File: config.mk
export PLATFORM = sky130hd
export DESIGN_NAME = rr_interval_features_top
export DESIGN_NICKNAME = d
export VERILOG_FILES = /design/src/rrif_pkg.sv /design/src/rrif_ram.sv /design/src/rrif_div.sv /design/src/rr_interval_features_top.sv
export SDC_FILE = /design/constraint.sdc
export NUM_CORES = 1
export LEC_CHECK = 0
export BUFFER_PORTS_ARGS = -buffer_cell sky130_fd_sc_hd__buf_4
export CAP_MARGIN = 20
export CELL_PAD_IN_SITES_DETAIL_PLACEMENT = 1
export CELL_PAD_IN_SITES_GLOBAL_PLACEMENT = 1
export CORE_ASPECT_RATIO = 0.7
export CORE_UTILIZATION = 50
export DETAILED_ROUTE_END_ITERATION = 10
export GPL_TIMING_DRIVEN = 0
export HOLD_SLACK_MARGIN = 0.05
export PLACE_DENSITY = 0.85
export SLEW_MARGIN = 20
export SYNTH_ARGS = -nofsm -noshare
export SYNTH_HDL_FRONTEND = slang
export SYNTH_SLANG_ARGS = --single-unit
File: constraint.sdc
create_clock -name clk -period 5.8 [get_ports clk]
set_clock_uncertainty 0.15 [all_clocks]
set_input_delay 0.29 -clock clk [delete_from_list [all_inputs] [get_ports clk]]
set_output_delay 0.29 -clock clk [all_outputs]
set_load 0.02 [all_outputs]
File: src/rrif_pkg.sv
// Shared types and fixed widths for the RR-interval feature extractor.
package rrif_pkg;

    localparam int POS_W  = 32;
    localparam int IVL_W  = 16;
    localparam int CNT_W  = 24;
    localparam int MEAN_W = 24;
    localparam int GSUM_W = 40;

    localparam logic [IVL_W-1:0]  IVL_MAX  = {IVL_W{1'b1}};
    localparam logic [CNT_W-1:0]  CNT_MAX  = {CNT_W{1'b1}};
    localparam logic [GSUM_W-1:0] GSUM_MAX = {GSUM_W{1'b1}};
    localparam logic [MEAN_W-1:0] MEAN_MAX = {MEAN_W{1'b1}};

    typedef struct packed {
        logic [POS_W-1:0] peak_pos;
        logic             final_peak;
    } peak_t;

    typedef struct packed {
        logic [CNT_W-1:0]  beat_index;
        logic [IVL_W-1:0]  pre_interval;
        logic [IVL_W-1:0]  post_interval;
        logic [MEAN_W-1:0] local_mean;
        logic [MEAN_W-1:0] global_mean;
        logic              last_beat;
    } feat_t;

endpackage

File: src/rrif_ram.sv
// Generic single-write, single-read RAM with registered read data.
module rrif_ram #(
    parameter int WIDTH = 16,
    parameter int DEPTH = 10
) (
    input  logic                                     clk,
    input  logic                                     we,
    input  logic [(DEPTH > 1 ? $clog2(DEPTH) : 1)-1:0] waddr,
    input  logic [WIDTH-1:0]                         wdata,
    input  logic [(DEPTH > 1 ? $clog2(DEPTH) : 1)-1:0] raddr,
    output logic [WIDTH-1:0]                         rdata
);

    logic [WIDTH-1:0] mem [DEPTH];
    logic [WIDTH-1:0] rdata_reg;

    always_ff @(posedge clk)
    begin
        if (we)
        begin
            mem[waddr] <= wdata;
        end
        rdata_reg <= mem[raddr];
    end

    assign rdata = rdata_reg;

endmodule

File: src/rrif_div.sv
// Radix-2 restoring divider, one quotient bit per cycle, saturated quotient.
module rrif_div #(
    parameter int NUM_W = 48
) (
    input  logic                          clk,
    input  logic                          rst_n,
    input  logic                          start,
    input  logic [NUM_W-1:0]              num,
    input  logic [rrif_pkg::CNT_W-1:0]    den,
    output logic                          done,
    output logic [rrif_pkg::MEAN_W-1:0]   quot
);

    localparam int DEN_W = rrif_pkg::CNT_W;
    localparam int Q_W   = rrif_pkg::MEAN_W;
    localparam int CNT_W = $clog2(NUM_W + 1);

    logic [NUM_W-1:0] num_reg;
    logic [DEN_W-1:0] den_reg;
    logic [DEN_W-1:0] rem_reg;
    logic [Q_W-1:0]   quot_reg;
    logic             ovf_reg;
    logic             zero_reg;
    logic [CNT_W-1:0] cnt_reg;
    logic             busy_reg;
    logic             done_reg;

    logic [DEN_W:0]   rem_sh;
    logic             ge;
    logic [DEN_W:0]   rem_sub;

    always_comb
    begin
        rem_sh  = {rem_reg, num_reg[NUM_W-1]};
        ge      = (rem_sh >= {1'b0, den_reg});
        rem_sub = rem_sh - {1'b0, den_reg};
    end

    // control
    always_ff @(posedge clk or negedge rst_n)
    begin
        if (!rst_n)
        begin
            busy_reg <= 1'b0;
            done_reg <= 1'b0;
            cnt_reg  <= '0;
        end
        else if (start)
        begin
            busy_reg <= 1'b1;
            done_reg <= 1'b0;
            cnt_reg  <= CNT_W'(NUM_W);
        end
        else if (busy_reg)
        begin
            cnt_reg <= cnt_reg - 1'b1;
            if (cnt_reg == CNT_W'(1))
            begin
                busy_reg <= 1'b0;
                done_reg <= 1'b1;
            end
        end
    end

    // datapath
    always_ff @(posedge clk)
    begin
        if (start)
        begin
            num_reg  <= num;
            den_reg  <= den;
            zero_reg <= (den == '0);
            rem_reg  <= '0;
            quot_reg <= '0;
            ovf_reg  <= 1'b0;
        end
        else if (busy_reg)
        begin
            num_reg  <= {num_reg[NUM_W-2:0], 1'b0};
            rem_reg  <= ge ? rem_sub[DEN_W-1:0] : rem_sh[DEN_W-1:0];
            quot_reg <= {quot_reg[Q_W-2:0], ge};
            ovf_reg  <= ovf_reg | quot_reg[Q_W-1];
        end
    end

    assign done = done_reg;
    assign quot = zero_reg ? '0 : (ovf_reg ? rrif_pkg::MEAN_MAX : quot_reg);

endmodule

File: src/rr_interval_features_top.sv
// Top level of the RR-interval feature extractor: sequencer, window and mean dividers.
//
//  channel | ports                      | beat carries
//  --------+----------------------------+----------------------------------------
//  peak    | peak_valid peak_stall peak | one R-peak position and final flag
//  feat    | feat_valid feat_stall feat | one feature record for one heartbeat
//
// A peak is taken only while the sequencer is idle. The first peak of a stream
// gives no record. Every other peak yields a record once the bit-serial local
// and global-mean dividers have both finished; a final peak runs the sequence
// twice for two records. The record leaves through a one-deep output register,
// so a new peak can be taken while the last record is stalled; a second record
// waits for it. Reset clears all control state at once; the window RAM needs no
// clearing pass since the fill count keeps unwritten entries from being read.
module rr_interval_features_top #(
    parameter int LOCAL_WINDOW = 10,
    parameter int FRAC_BITS    = 8
) (
    input  logic            clk,
    input  logic            rst_n,
    input  logic            peak_valid,
    output logic            peak_stall,
    input  rrif_pkg::peak_t peak,
    output logic            feat_valid,
    input  logic            feat_stall,
    output rrif_pkg::feat_t feat
);

    localparam int IVL_W  = rrif_pkg::IVL_W;
    localparam int CNT_W  = rrif_pkg::CNT_W;
    localparam int POS_W  = rrif_pkg::POS_W;
    localparam int GSUM_W = rrif_pkg::GSUM_W;
    localparam int FILL_W = $clog2(LOCAL_WINDOW + 1);
    localparam int HEAD_W = (LOCAL_WINDOW > 1) ? $clog2(LOCAL_WINDOW) : 1;
    localparam int WSUM_W = IVL_W + FILL_W;
    localparam int LNUM_W = WSUM_W + FRAC_BITS;
    localparam int GNUM_W = GSUM_W + FRAC_BITS;

    localparam logic [1:0] S_IDLE = 2'd0;
    localparam logic [1:0] S_READ = 2'd1;
    localparam logic [1:0] S_PUSH = 2'd2;
    localparam logic [1:0] S_DIV  = 2'd3;

    logic [1:0]        state_reg, state_next;

    // stream state
    logic [POS_W-1:0]  prev_pos_reg;
    logic [IVL_W-1:0]  pending_reg;
    logic [WSUM_W-1:0] wsum_reg;
    logic [FILL_W-1:0] fill_reg;
    logic [HEAD_W-1:0] head_reg;
    logic [GSUM_W-1:0] gsum_reg;
    logic [CNT_W-1:0]  count_reg;

    // record under work
    logic [CNT_W-1:0]  rec_idx_reg;
    logic [IVL_W-1:0]  rec_pre_reg;
    logic [IVL_W-1:0]  rec_post_reg;
    logic              rec_last_reg;
    logic [POS_W-1:0]  pos_reg;
    logic              fin_reg;

    rrif_pkg::feat_t   out_reg;
    logic              out_valid_reg;

    logic              peak_acc;
    logic              out_free;
    logic              emit;
    logic [POS_W-1:0]  diff;
    logic [IVL_W-1:0]  gap;
    logic [IVL_W-1:0]  ring_rdata;
    logic [WSUM_W-1:0] wsum_new;
    logic [FILL_W-1:0] fill_new;
    logic              win_full;
    logic [GSUM_W:0]   gsum_add;
    logic [LNUM_W-1:0] loc_num;
    logic [CNT_W-1:0]  loc_den;
    logic [GNUM_W-1:0] glob_num;
    logic [CNT_W-1:0]  glob_den;
    logic              div_start;
    logic              loc_done, glob_done;
    logic [rrif_pkg::MEAN_W-1:0] loc_q, glob_q;

    assign peak_stall = (state_reg != S_IDLE);
    assign peak_acc   = peak_valid && !peak_stall;
    assign out_free   = !out_valid_reg || !feat_stall;
    assign emit       = (state_reg == S_DIV) && loc_done && glob_done && out_free;
    assign div_start  = (state_reg == S_PUSH);

    // gap to the previous peak, wrapping difference saturated to 16 bits
    always_comb
    begin
        diff = peak.peak_pos - prev_pos_reg;
        gap  = (diff > POS_W'(rrif_pkg::IVL_MAX)) ? rrif_pkg::IVL_MAX : diff[IVL_W-1:0];
    end

    // window push arithmetic
    always_comb
    begin
        win_full = (fill_reg == FILL_W'(LOCAL_WINDOW));
        wsum_new = wsum_reg - (win_full ? WSUM_W'(ring_rdata) : '0) + WSUM_W'(rec_pre_reg);
        fill_new = win_full ? fill_reg : fill_reg + 1'b1;
        gsum_add = {1'b0, gsum_reg} + (GSUM_W + 1)'(rec_pre_reg);
        loc_num  = LNUM_W'(wsum_new) << FRAC_BITS;
        loc_den  = CNT_W'(fill_new);
        // second beat of a stream: the global mean is beat 0's own interval
        if (count_reg == CNT_W'(1))
        begin
            glob_num = GNUM_W'(rec_pre_reg) << FRAC_BITS;
            glob_den = CNT_W'(1);
        end
        else
        begin
            glob_num = GNUM_W'(gsum_reg) << FRAC_BITS;
            glob_den = count_reg - 1'b1;
        end
    end

    always_comb
    begin
        state_next = state_reg;
        unique case (state_reg)
            S_IDLE:
            begin
                if (peak_acc && (count_reg != '0))
                begin
                    state_next = S_READ;
                end
            end
            S_READ:
            begin
                state_next = S_PUSH;
            end
            S_PUSH:
            begin
                state_next = S_DIV;
            end
            S_DIV:
            begin
                if (emit)
                begin
                    state_next = (fin_reg && !rec_last_reg) ? S_READ : S_IDLE;
                end
            end
            default:
            begin
                state_next = S_IDLE;
            end
        endcase
    end

    always_ff @(posedge clk or negedge rst_n)
    begin
        if (!rst_n)
        begin
            state_reg     <= S_IDLE;
            prev_pos_reg  <= '0;
            pending_reg   <= '0;
            wsum_reg      <= '0;
            fill_reg      <= '0;
            head_reg      <= '0;
            gsum_reg      <= '0;
            count_reg     <= '0;
            out_valid_reg <= 1'b0;
            rec_last_reg  <= 1'b0;
            fin_reg       <= 1'b0;
        end
        else
        begin
            state_reg <= state_next;

            if (emit)
            begin
                out_valid_reg <= 1'b1;
            end
            else if (!feat_stall)
            begin
                out_valid_reg <= 1'b0;
            end

            unique case (state_reg)
                S_IDLE:
                begin
                    if (peak_acc)
                    begin
                        if (count_reg == '0)
                        begin
                            // first peak of a stream; a lone final peak leaves all clear
                            if (!peak.final_peak)
                            begin
                                prev_pos_reg <= peak.peak_pos;
                                count_reg    <= CNT_W'(1);
                            end
                        end
                        else
                        begin
                            fin_reg      <= peak.final_peak;
                            rec_last_reg <= 1'b0;
                        end
                    end
                end
                S_READ:
                begin
                end
                S_PUSH:
                begin
                    wsum_reg <= wsum_new;
                    fill_reg <= fill_new;
                    head_reg <= (head_reg == HEAD_W'(LOCAL_WINDOW - 1)) ? '0 : head_reg + 1'b1;
                    if (!rec_last_reg)
                    begin
                        gsum_reg     <= gsum_add[GSUM_W] ? rrif_pkg::GSUM_MAX
                                                         : gsum_add[GSUM_W-1:0];
                        pending_reg  <= rec_post_reg;
                        prev_pos_reg <= pos_reg;
                        if (count_reg != rrif_pkg::CNT_MAX)
                        begin
                            count_reg <= count_reg + 1'b1;
                        end
                    end
                end
                S_DIV:
                begin
                    if (emit)
                    begin
                        if (fin_reg && !rec_last_reg)
                        begin
                            rec_last_reg <= 1'b1;
                        end
                        else if (fin_reg)
                        begin
                            prev_pos_reg <= '0;
                            pending_reg  <= '0;
                            wsum_reg     <= '0;
                            fill_reg     <= '0;
                            head_reg     <= '0;
                            gsum_reg     <= '0;
                            count_reg    <= '0;
                            fin_reg      <= 1'b0;
                            rec_last_reg <= 1'b0;
                        end
                    end
                end
                default:
                begin
                end
            endcase
        end
    end

    // payload registers
    always_ff @(posedge clk)
    begin
        if (peak_acc && (count_reg != '0))
        begin
            pos_reg      <= peak.peak_pos;
            rec_idx_reg  <= count_reg - 1'b1;
            rec_pre_reg  <= (count_reg == CNT_W'(1)) ? gap : pending_reg;
            rec_post_reg <= gap;
        end
        else if (emit && fin_reg && !rec_last_reg)
        begin
            // closing beat copies the gap that ends it
            rec_idx_reg <= count_reg - 1'b1;
            rec_pre_reg <= rec_post_reg;
        end

        if (emit)
        begin
            out_reg.beat_index    <= rec_idx_reg;
            out_reg.pre_interval  <= rec_pre_reg;
            out_reg.post_interval <= rec_post_reg;
            out_reg.local_mean    <= loc_q;
            out_reg.global_mean   <= glob_q;
            out_reg.last_beat     <= rec_last_reg;
        end
    end

    rrif_ram #(
        .WIDTH (IVL_W),
        .DEPTH (LOCAL_WINDOW)
    ) u_ring (
        .clk   (clk),
        .we    (state_reg == S_PUSH),
        .waddr (head_reg),
        .wdata (rec_pre_reg),
        .raddr (head_reg),
        .rdata (ring_rdata)
    );

    rrif_div #(
        .NUM_W (LNUM_W)
    ) u_loc_div (
        .clk   (clk),
        .rst_n (rst_n),
        .start (div_start),
        .num   (loc_num),
        .den   (loc_den),
        .done  (loc_done),
        .quot  (loc_q)
    );

    rrif_div #(
        .NUM_W (GNUM_W)
    ) u_glob_div (
        .clk   (clk),
        .rst_n (rst_n),
        .start (div_start),
        .num   (glob_num),
        .den   (glob_den),
        .done  (glob_done),
        .quot  (glob_q)
    );

    assign feat_valid = out_valid_reg;
    assign feat       = out_reg;

    // window never holds more than its depth
    assert property (@(posedge clk) disable iff (!rst_n)
        fill_reg <= FILL_W'(LOCAL_WINDOW))
        else $error("window fill over depth");

    // a record is only built for a stream that has seen a peak
    assert property (@(posedge clk) disable iff (!rst_n)
        (state_reg != S_IDLE) |-> (count_reg != '0))
        else $error("record work with empty stream");

    // leaving the divide state means both means are ready
    assert property (@(posedge clk) disable iff (!rst_n)
        (state_reg == S_DIV && state_next != S_DIV) |-> (loc_done && glob_done))
        else $error("record left before divide finished");

    // the closing record of a stream is never beat 0
    assert property (@(posedge clk) disable iff (!rst_n)
        (feat_valid && feat.last_beat) |-> (feat.beat_index != '0))
        else $error("last beat record with index zero");

endmodule

### Word-level counts from Yosys, hierarchy flattened

Memory sizes are Yosys's and may differ from the RTL's. A register that Yosys moved wholly into a read port is not among the register bits.
Index checks and enable logic that the tools add are counted.

* add/subtract/negate cells: 12
* order comparisons: 3
* equal/unequal tests: 21
* mux-type cells: 91
* bitwise gates (word level): 2
* reduce and logical (&&, ||, !) cells: 36

Operators by type and width (number)
* $mux 24: 15
* $mux 32: 7
* $mux 40: 5
* $mux 16: 9
* $mux 48: 3
* $pmux 32 s3: 1
* $pmux 40 s2: 1
* $logic_not 24->1: 3
* $pmux 24 s3: 1
* $mux 20: 3
* $mux 28: 2
* $add 40x16->41: 1
* $pmux 20 s2: 1
* $gt 32x16->1 const B: 1
* $pmux 16 s2: 1
* $sub 32x32->32: 1
* $mux 1: 26
* $ge 25x24->1: 1
* $ge 25x4->1: 1
* $add 24x1->24 const B: 1
* $eq 24x1->1 const B: 1
* $ne 24x24->1 const B: 1
* $reduce_bool 24->1: 1
* $sub 24x1->24 const B: 1
* other kinds (34): 77

* flip-flop bits (word level): 549
* bits in writable memories: 160
* bits of input ports: 37
* output and inout bits: 107
* logic and storage cells: 205
* memories kept: 1

Memories
* u_ring.mem: words 10, bits a word 16, read ports 1, clocked after Yosys merged registers in 1, wr ports 1, RTL line rrif_ram.sv:14 `logic [WIDTH-1:0] mem [DEPTH];`

### Longest topological paths before layout

Gate-level depths: netlist of run 1.

* word-level depth: 8
* gate-level depth with buffers: 19
* mapped depth without buffers: 18

### Modules after synthesis

Synthesis of run 1 repeated with hierarchy kept, for this count alone.

* cells, all modules: 3330
* area total of the unflattened synthesis: 37508.5 um^2

Modules (own cells, without submodules)
* rr_interval_features_top: instances 1, cells an instance 1749, area each 18210.0 um^2
* rrif_ram: instances 1, cells an instance 358, area each 6712.7 um^2
* rrif_div (u_glob_div): instances 1, cells an instance 634, area each 6660.1 um^2
* rrif_div (u_loc_div): instances 1, cells an instance 589, area each 5925.7 um^2

### Least setup slack after synthesis of run 1

Ideal clock, no wire load.

* path type: flip-flop to flip-flop
* from: reg fill_reg[0]
* to: reg u_loc_div.num_reg[26], data pin
* library setup time: 260 ps
* data arrival time: 4291 ps
* required time: 5390 ps
* setup slack: 1099 ps
* cell stages (with the launch flop): 19
* buffers on the path: 1
* period minus slack after synthesis: 4701 ps
* cell sequence: dfrtp_1 -> inv_1 -> ha_1 -> and3b_1 -> clkbuf_1 -> and2_1 -> fa_1 -> inv_1 -> fa_1 -> a21o_1 -> a21oi_1 -> o21a_1 -> o31ai_1 -> o41ai_1 -> o21ai_0 -> or4_1 -> a31oi_1 -> xnor2_1 -> mux2_2

* longest elaborated chain between the ends: 5

Ends and longest elaborated chain
* start, declared: RTL line rr_interval_features_top.sv:50 `logic [FILL_W-1:0] fill_reg;`
* start signal, assigned: RTL line rr_interval_features_top.sv:208 `fill_reg <= fill_new;`
* $eq 4x4->1: RTL line rr_interval_features_top.sv:100 `win_full = (fill_reg == FILL_W'(LOCAL_WINDOW));`
* $mux 16: RTL line rr_interval_features_top.sv:101 `wsum_new = wsum_reg - (win_full ? WSUM_W'(ring_rdata) : '0) + WSUM_W'(rec_pre_reg);`
* $sub 20x16->20: RTL line rr_interval_features_top.sv:101
* $add 20x16->20: RTL line rr_interval_features_top.sv:101
* $mux 28: RTL line rrif_div.sv:68 `if (start)`
* end signal, assigned: RTL line rrif_div.sv:70 `num_reg <= num;`
* end signal, assigned: RTL line rrif_div.sv:79 `num_reg <= {num_reg[NUM_W-2:0], 1'b0};`
* end, declared: RTL line rrif_div.sv:18 `logic [NUM_W-1:0] num_reg;`

Every way passes these cells.
A chain may end at the register's enable or synchronous reset.

### Final worst setup path of run 1

Ends and elaborated chain as after synthesis.

==> qor.txt, run 1 <==
Outcome = complete, no violations
Final clock period utilization by the worst path = 94.81%
First-pass GRT wire length = 165600 um
Synthesized-area fraction occupied by ao, oa, aoi and oai cells = 13.09%
Share of synthesized registers carrying an async set or reset = 22.32%
Worst reg2reg endpoint = u_loc_div.num_reg[26]
Number of clock sinks seen by CTS = 717
Post-Synth Simple-Gate Area = 13.53%
Source-to-sink clock delay at the later pin of the worst-skew pair = 0.64 ns
Number of cells produced by synthesis = 3121
Combinational family with the most area after synthesis = simple AND/OR/NAND/NOR gates
Net count, final = 3564
Cell types with the largest area share after synthesis = sky130_fd_sc_hd__edfxtp_1 38%, sky130_fd_sc_hd__dfrtp_1 12%, sky130_fd_sc_hd__dfxtp_1 6.6%
Critical Path End Type = register
Mux share of post-synthesis cell area = 4.775%
Number of placed instances with taps included = 4190
Number of filler instances in the final layout = 7190
Signed area change from the synthesized netlist to the final layout = 15.52%
Startpoint of the lowest-slack register-to-register path = fill_reg[0]
Worst reg2reg setup slack = 0.30 ns
Total of flip-flops plus latches after synthesis = 717
Flip-flop count of the largest register after layout = 160
Post-route cell area = 40070 um2
Deepest clock path buffer count = 3
Number of synthesized flops with an enable pin = 443
Worst-Margin Slew = 1.185 ns
Area occupied by multi-input gates = 13810 um2
Highest clock frequency the design can meet = 0.1819 GHz
Die boundary width = 316.8 um
Vias after detailed routing = 26790
Number of warning messages in the yosys log = 0
Final hold viol count = 0
Xor/xnor cell area share of the yosys netlist = 3.105%
Wire per inst = 24.23 um
Gp weighted congestion = 0.9178
Total inserted antenna cells = 0
Count of different cell masters after synthesis = 91
Syn_nets = 3287
Total placed instance area = 37280 um2
CTS buffer count = 72
Leakage Power = 16.05 nW
Starting density of the core = 50.74%
Power per cell area = 582.8 nW/um2
Class of the most critical hold timing path = primary input to asynchronous set/reset pin
Adder and majority cell fraction of the synthesized area = 5.085%
Deepest level of the CTS H-tree = 3
CP startpoint kind = register
Worst endpoint data arrival time = 5.73 ns
Biggest register = u_ring.mem
Post-route non-filler standard cell count = 4359
Largest net degree at the start of global routing = 85
Fraction of the yosys area taken by sequential cells = 56.47%
Storage element area = 19590 um2
Proportion of netlist area held by the largest area contributor = 38.35%
CTS tree = done
Overflow left after global routing = 0
Post-route antenna net violation count = 0
Overall global routing resource usage = 30.18%
Commonest cells after routing, fill and taps aside = 443 x sky130_fd_sc_hd__edfxtp_1, 370 x sky130_fd_sc_hd__nor2_1, 240 x sky130_fd_sc_hd__nand2_1, 193 x sky130_fd_sc_hd__inv_1, 160 x sky130_fd_sc_hd__dfrtp_1
Max capacitance violation total = 0
Post-synthesis cell type with the largest combined area = sky130_fd_sc_hd__edfxtp_1
Antenna violations before repair = 1
Die H = 222.4 um
Number of rows in the core area = 80
Syn_area_per_cell = 11.12 um2
DRT iter0 DRCs = 2329
First drt pass iteration count = 5
Setup violation total in the final timing report = 0
CP required = 6.03 ns
Post-route minimum period = 5.499 ns
Highest fanout seen on the critical path = 10
Clk slew on worst S/H paths = 0.06 ns
Max-Slew Margin vs Limit = 20.97%
Max-slew violation count = 0
Clk root buf = sky130_fd_sc_hd__clkbuf_16
Via-to-Cell Ratio = 6.146
Area of the die = 70460 um2
Worst-case reg-to-reg path depth = 18
Number of I/O pins = 144
Post-Route WL = 105600 um
DRC violation count after routing = 0
Post-DP HPWL = 74070 um
Leading cell type in the layout, fill and taps excluded = sky130_fd_sc_hd__edfxtp_1
Netlist Area Pre-Place = 34690 um2
Worst vdd ir = 0.0003153 V
Count of buffers inserted at the top-level ports = 143
Area of the placeable core = 68370 um2
Fraction of final layout cells with drive strength greater than 1 = 11.11%
Most used flip-flop cell after synthesis = sky130_fd_sc_hd__edfxtp_1
Number of global-route vias before repair = 28560
RSZ-0062 raised after global routing = no
Worst setup path category = register to register
==> power breakdown <==
part	switching, W	internal [W]
clock	0.00211	0.00273
combinational	0.00701	0.00389
sequential	0.000787	0.00684
total	0.00990	0.0135
==> metal layers <==
layer / routed length, um / vias to the layer above / share of wire, % / track usage (%)
met3: 7312 / 189 / 6.9 / 5.525
li1: - / 11870 / - / -
met1: 45020 / 13730 / 43 / 41.44
met4: 2302 / 0 / 2.2 / 7.522
met5: 0 / - / 0 / 0
met2: 50990 / 999 / 48 / 49.46
==> synthesized netlist by cell type, types with 8 or more instances <==
cell type and count:
sky130_fd_sc_hd__edfxtp_1 443, sky130_fd_sc_hd__nor2_1 373, sky130_fd_sc_hd__nand2_1 240, sky130_fd_sc_hd__inv_1 195, sky130_fd_sc_hd__dfrtp_1 160, sky130_fd_sc_hd__a21oi_1 159
sky130_fd_sc_hd__clkbuf_1 144, sky130_fd_sc_hd__o21ai_0 122, sky130_fd_sc_hd__dfxtp_1 114, sky130_fd_sc_hd__ha_1 109, sky130_fd_sc_hd__xnor2_1 78, sky130_fd_sc_hd__nand3_1 74
sky130_fd_sc_hd__mux2i_1 71, sky130_fd_sc_hd__a211oi_1 57, sky130_fd_sc_hd__and2_1 57, sky130_fd_sc_hd__nor3_1 52, sky130_fd_sc_hd__xor2_1 45, sky130_fd_sc_hd__a21o_1 43
sky130_fd_sc_hd__a22o_1 40, sky130_fd_sc_hd__a31oi_1 36, sky130_fd_sc_hd__mux4_2 32, sky130_fd_sc_hd__or3_1 32, sky130_fd_sc_hd__a22oi_1 27, sky130_fd_sc_hd__nand4_1 26
sky130_fd_sc_hd__o2bb2ai_1 26, sky130_fd_sc_hd__nor4_1 24, sky130_fd_sc_hd__a41oi_1 23, sky130_fd_sc_hd__nand2b_1 21, sky130_fd_sc_hd__nor2b_1 21, sky130_fd_sc_hd__fa_1 20
sky130_fd_sc_hd__and3_1 19, sky130_fd_sc_hd__mux2_2 19, sky130_fd_sc_hd__buf_1 16, sky130_fd_sc_hd__o21a_1 16, sky130_fd_sc_hd__a311oi_1 14, sky130_fd_sc_hd__and4_1 11
sky130_fd_sc_hd__nor3b_1 11, sky130_fd_sc_hd__o211ai_1 11, sky130_fd_sc_hd__o21bai_1 11, sky130_fd_sc_hd__o31ai_1 9, sky130_fd_sc_hd__a2111oi_0 8
==> worst max-delay path, stage by stage, from the launching register on <==
cell	delay, ns
sky130_fd_sc_hd__dfrtp_1	0.46
sky130_fd_sc_hd__inv_1	0.09
sky130_fd_sc_hd__ha_1	0.19
sky130_fd_sc_hd__and3b_1	0.17
sky130_fd_sc_hd__clkbuf_1	0.26
sky130_fd_sc_hd__and2_1	0.27
sky130_fd_sc_hd__fa_1	0.47
sky130_fd_sc_hd__inv_1	0.08
sky130_fd_sc_hd__fa_1	0.46
sky130_fd_sc_hd__a21o_1	0.18
sky130_fd_sc_hd__a21oi_1	0.31
sky130_fd_sc_hd__o21a_1	0.21
sky130_fd_sc_hd__o31ai_1	0.14
sky130_fd_sc_hd__o41ai_2	0.39
sky130_fd_sc_hd__o21ai_0	0.28
sky130_fd_sc_hd__or4_1	0.46
sky130_fd_sc_hd__a31oi_1	0.25
sky130_fd_sc_hd__xnor2_1	0.13
sky130_fd_sc_hd__mux2_2	0.27
==> repair_timing <==
item                       in CTS  in global routing
setup buffers                   0                  0
setup endpoints to repair       0                  3
hold buffers                   36                  0
resized for setup               0                  1
hold endpoints to repair      156                  0
==> how the worst max path moves through the flow <==
stage	start	end	slack, ns	cells past startpoint
after global routing	fill_reg[0]	u_loc_div.num_reg[26]	0.05	18
after detailed placement	fill_reg[0]	u_loc_div.num_reg[26]	0.17	18
final	fill_reg[0]	u_loc_div.num_reg[26]	0.30	18
after global placement	state_reg[0]	u_ring.mem[5][10]	-1.90	7
after CTS	fill_reg[0]	u_loc_div.num_reg[26]	0.12	18
after floorplan	fill_reg[0]	u_loc_div.num_reg[26]	1.10	18
==> kinds of logic (layout without fill, tap and decap cells) <==
| group | after synthesis | count (layout) |
|---|---|---|
| buffers and inverters | 360 | 696 |
| muxes | 123 | 123 |
| xor gates and xnor gates | 123 | 123 |
| DFF | 717 | 717 |
| AOI/OAI and AO/OA | 671 | 671 |
| and+or+nand+nor | 998 | 998 |
| adders and majority gates | 129 | 129 |
==> cell type report <==
| type | instances | share of cell area, % |
|---|---|---|
| flip-flops and latches | 717 | 48.88 |
| multi-input cells | 2044 | 34.47 |
| clock buffers | 94 | 4.964 |
| repair buffers | 203 | 4.356 |
| well taps | 902 | 2.816 |
| inverters | 195 | 1.839 |
| plain buffers | 165 | 1.605 |
| clock inverters | 39 | 1.071 |
==> per-stage QoR <==
stage                     utilization (%)  setup WS (ns)  setup TNS [ns]  power (W)  hold WS, ns
final                               58.62         0.3012               0    0.02336      0.09999
after global routing                58.62        0.04865               0    0.02462       0.1266
after CTS                           58.59         0.1193               0    0.02320       0.1343
after detailed placement            54.53         0.1702               0    0.01818     -0.04840
after global placement              53.96         -1.898         -273.12    0.01732       0.2575
after floorplan                         -          1.099               0    0.01475      -0.1556
Power figures use the tool's default switching activity.
==> run 2: changes to the inputs <==
Settings changed: CORE_UTILIZATION 50 to 51, PLACE_DENSITY 0.85 to 0.86, SYNTH_HIERARCHICAL from default to 1.
==> qor.txt, run 2 <==
Outcome = complete, no violations
Overflow left after global routing = 0 (unchanged)
Highest-delay cell along the critical path = sky130_fd_sc_hd__fa_1
Die boundary width = 326.1 um (+2.9%)
Setup violation total in the final timing report = 0 (unchanged)
Startpoint of the lowest-slack register-to-register path = fill_reg[0]
Worst endpoint data arrival time = 5.66 ns (-0.07 ns)
DRT iter0 DRCs = 2737 (+18%)
Signed area change from the synthesized netlist to the final layout = 15.23%
Proportion of netlist area held by the largest area contributor = 38.35% (about the same)
Starting density of the core = 52.00% (+1.3 points)
Sum of negative setup slack = 0 ns (unchanged)
CP startpoint kind = register
Cell types with the largest area share after synthesis = sky130_fd_sc_hd__edfxtp_1 38%, sky130_fd_sc_hd__dfrtp_1 11%, sky130_fd_sc_hd__dfxtp_1 6.1%
Post-DP HPWL = 77720 um (+4.9%)
Area of the placeable core = 72130 um2 (+5.5%)
Leading cell type by number of instances after synthesis = sky130_fd_sc_hd__edfxtp_1
Fraction of final layout cells with drive strength greater than 1 = 14.10% (+3.0 points)
DRC violation count after routing = 0 (unchanged)
Netlist Area Pre-Place = 37510 um2 (+8.1%)
Worst-case reg-to-reg path depth = 19 (+1)
Clk root buf = sky130_fd_sc_hd__clkbuf_16
Overall global routing resource usage = 31.71% (+1.5 points)
Wire per inst = 25.40 um (+4.8%)
Deepest level of the CTS H-tree = 3 (unchanged)
Area occupied by multi-input gates = 15520 um2 (+12%)
Number of filler instances in the final layout = 7481 (+4.0%)
Critical Path End Type = register
Post-route non-filler standard cell count = 4683 (+7.4%)
Post-synthesis cell type with the largest combined area = sky130_fd_sc_hd__edfxtp_1
Post-Synth Simple-Gate Area = 12.50% (-1.0 points)
CP required = 6.04 ns (about the same)
Max capacitance violation total = 0 (unchanged)
Gp weighted congestion = 0.8912 (-2.9%)
CP cell instances = inv_1, ha_1, nand2_1, nor2_1, clkbuf_2, and2_1, fa_1, inv_1, ha_1, a21o_1, a311oi_1, a21oi_1, a31oi_1, a311oi_1, a221oi_1, o21ai_0, xnor2_1, xnor2_1, mux2_2
CTS buffer count = 74 (+2.8%)
Xor/xnor cell area share of the yosys netlist = 2.895% (-0.21 points)
Post-route antenna net violation count = 0 (unchanged)
Combinational family with the most area after synthesis = compound AO/OA/AOI/OAI gates
Maximum single-stage delay on the critical path = 0.51 ns (+0.04 ns)
Largest net degree at the start of global routing = 84 (-1.2%)
Area of the die = 74650 um2 (+6.0%)
Worst-Margin Slew = 1.188 ns (+0.002444 ns)
Post-route minimum period = 5.425 ns (-0.07345 ns)
Count of different cell masters after synthesis = 108 (+19%)
Max-slew violation count = 0 (unchanged)
Total of flip-flops plus latches after synthesis = 753 (+5.0%)
Worst reg2reg setup slack = 0.37 ns (+0.07 ns)
Hold WS = 0.07581 ns (-0.02418 ns)
Power per cell area = 252.6 nW/um2 (-57%)
First-pass GRT wire length = 184500 um (+11%)
Synthesized-area fraction occupied by ao, oa, aoi and oai cells = 13.75% (+0.66 points)
Final clock period utilization by the worst path = 93.54% (-1.3 points)
RSZ-0062 raised after global routing = no
Number of global-route vias before repair = 30670 (+7.4%)
Flip-flop count of the largest register after layout = 160 (unchanged)
Share of synthesized registers carrying an async set or reset = 21.25% (-1.1 points)
Class of the most critical hold timing path = primary input to asynchronous set/reset pin
Highest clock frequency the design can meet = 0.1843 GHz (+1.4%)
Via-to-Cell Ratio = 6.227 (+1.3%)
Adder and majority cell fraction of the synthesized area = 5.437% (+0.35 points)
Storage element area = 20670 um2 (+5.5%)
Antenna violations before repair = 1 (unchanged)
Buffers inserted during post-CTS setup optimization = 0 (unchanged)
Number of placed instances with taps included = 4508 (+7.6%)
Vias after detailed routing = 29160 (+8.9%)
Deepest clock path buffer count = 3 (unchanged)
Max-Slew Margin vs Limit = 20.28% (-0.69 points)
Number of I/O pins = 144 (unchanged)
Most used flip-flop cell after synthesis = sky130_fd_sc_hd__edfxtp_1
Total inserted antenna cells = 0 (unchanged)
Number of cells produced by synthesis = 3330 (+6.7%)
Final hold viol count = 0 (unchanged)
Number of clock sinks seen by CTS = 753 (+5.0%)
CTS tree = done
Leakage Power = 17.39 nW (+8.4%)
Mux share of post-synthesis cell area = 6.048% (+1.3 points)
Source-to-sink clock delay at the later pin of the worst-skew pair = 0.65 ns (about the same)
Count of buffers inserted at the top-level ports = 143 (unchanged)
Worst setup path category = register to register
Clk slew on worst S/H paths = 0.06 ns (about the same)
Post-synth top cells = 479 x sky130_fd_sc_hd__edfxtp_1, 317 x sky130_fd_sc_hd__nor2_1, 233 x sky130_fd_sc_hd__nand2_1
Worst reg2reg endpoint = u_loc_div/num_reg[27]
Commonest cells after routing, fill and taps aside = 479 x sky130_fd_sc_hd__edfxtp_1, 310 x sky130_fd_sc_hd__nor2_1, 233 x sky130_fd_sc_hd__nand2_1, 204 x sky130_fd_sc_hd__inv_1, 178 x sky130_fd_sc_hd__a21oi_1
Post-Route WL = 119000 um (+13%)
Number of synthesized flops with an enable pin = 479 (+8.1%)
Die H = 228.9 um (+2.9%)
First drt pass iteration count = 5 (unchanged)
Number of rows in the core area = 82 (+2.5%)
Syn_area_per_cell = 11.26 um2 (+1.3%)
Net count, final = 3843 (+7.8%)
Leading cell type in the layout, fill and taps excluded = sky130_fd_sc_hd__edfxtp_1
Number of warning messages in the yosys log = 6 (+6)
Highest fanout seen on the critical path = 10 (unchanged)
Worst vdd ir = 0.0002283 V (-28%)
Fraction of the yosys area taken by sequential cells = 55.11% (-1.4 points)
run 2: cell count changes after synthesis, moves of 25 or more:
cell                       change
sky130_fd_sc_hd__mux2_2      +106
sky130_fd_sc_hd__nor2_1       -56
sky130_fd_sc_hd__edfxtp_1     +36
sky130_fd_sc_hd__o21ai_0      +35
sky130_fd_sc_hd__mux4_2       -32
sky130_fd_sc_hd__a221oi_1     +31
sky130_fd_sc_hd__clkbuf_1     -29
sky130_fd_sc_hd__a211oi_1     -25
sky130_fd_sc_hd__a22oi_1      -25
run 2: metal layers:
| layer | wire [um] | part of all wire (%) | up-vias | track usage [%] |
|---|---|---|---|---|
| met4 | 4531 | 3.8 | 2 | 12.22 |
| li1 | - | - | 12740 | - |
| met3 | 8587 | 7.2 | 317 | 5.433 |
| met1 | 49710 | 42 | 14790 | 42.73 |
| met5 | 13 | 0.011 | - | 0 |
| met2 | 56120 | 47 | 1317 | 51.21 |
run 2: power breakdown:
part / total [W] / internal [W] / switching (W) / leakage [nW]
registers: 0.00565 / 0.00565 / 0.0000000000000000000450 / 7.42
clock network: 0.00509 / 0.00285 / 0.00224 / 1.21
logic: 0.000176 / 0.0000638 / 0.000112 / 8.76
total: 0.0109 / 0.00857 / 0.00235 / 17.4
run 2: how the worst max path moves through the flow:
stage                  from                     to  cells after the start
2_1_floorplan  state_reg[0]         rec_idx_reg[0]                      5
3_3_place_gp   state_reg[1]        rec_pre_reg[11]                      5
3_5_place_dp    fill_reg[0]  u_loc_div/num_reg[27]                     19
4_1_cts         fill_reg[0]  u_loc_div/num_reg[27]                     19
5_1_grt         fill_reg[0]  u_loc_div/num_reg[27]                     19
6_report        fill_reg[0]  u_loc_div/num_reg[27]                     19
run 2: worst max-delay path, delay by kind of cell, from the launching register on:
kind            cells  cell delay [ns]
mux                 1             0.27
simple gates        3             0.36
flops               1             0.49
compound gates      7             2.04
xor+xnor            2             0.43
buf+inv             3             0.41
fa+ha+maj           3             1.02
run 2: kinds of logic after synthesis:
| kind of cell | count (synthesis) |
|---|---|
| AOI/OAI and AO/OA | 750 |
| xor gates and xnor gates | 124 |
| adders and majority gates | 151 |
| buffers and inverters | 371 |
| DFF | 753 |
| muxes | 211 |
| other | 1 |
| and+or+nand+nor | 969 |
run 2: through the flow:
stage	area [um2]	util [%]	worst slack [ns]	power [W]
floorplan	37720	-	0.4413	0.005832
global placement	40000	55.46	-2.148	0.005906
detailed placement	40360	55.96	0.4308	0.005912
CTS	43220	59.92	0.2166	0.01089
global route	43220	59.92	0.07380	0.01113
finish	43220	59.92	0.3747	0.01092
run 2: cell type report:
cell class | instances | area share (%)
sequential | 753 | 47.82
multi-input combinational | 2261 | 35.91
clock buffer | 113 | 5.147
timing repair buffer | 194 | 4.007
tap | 966 | 2.797
buffer | 166 | 1.919
inverter | 205 | 1.780
clock inverter | 25 | 0.6108
run 2: repair_timing:
action,in CTS,in global routing
hold endpoints to repair,154,0
setup endpoints to repair,0,1
resized for setup,0,2
hold buffers,37,0
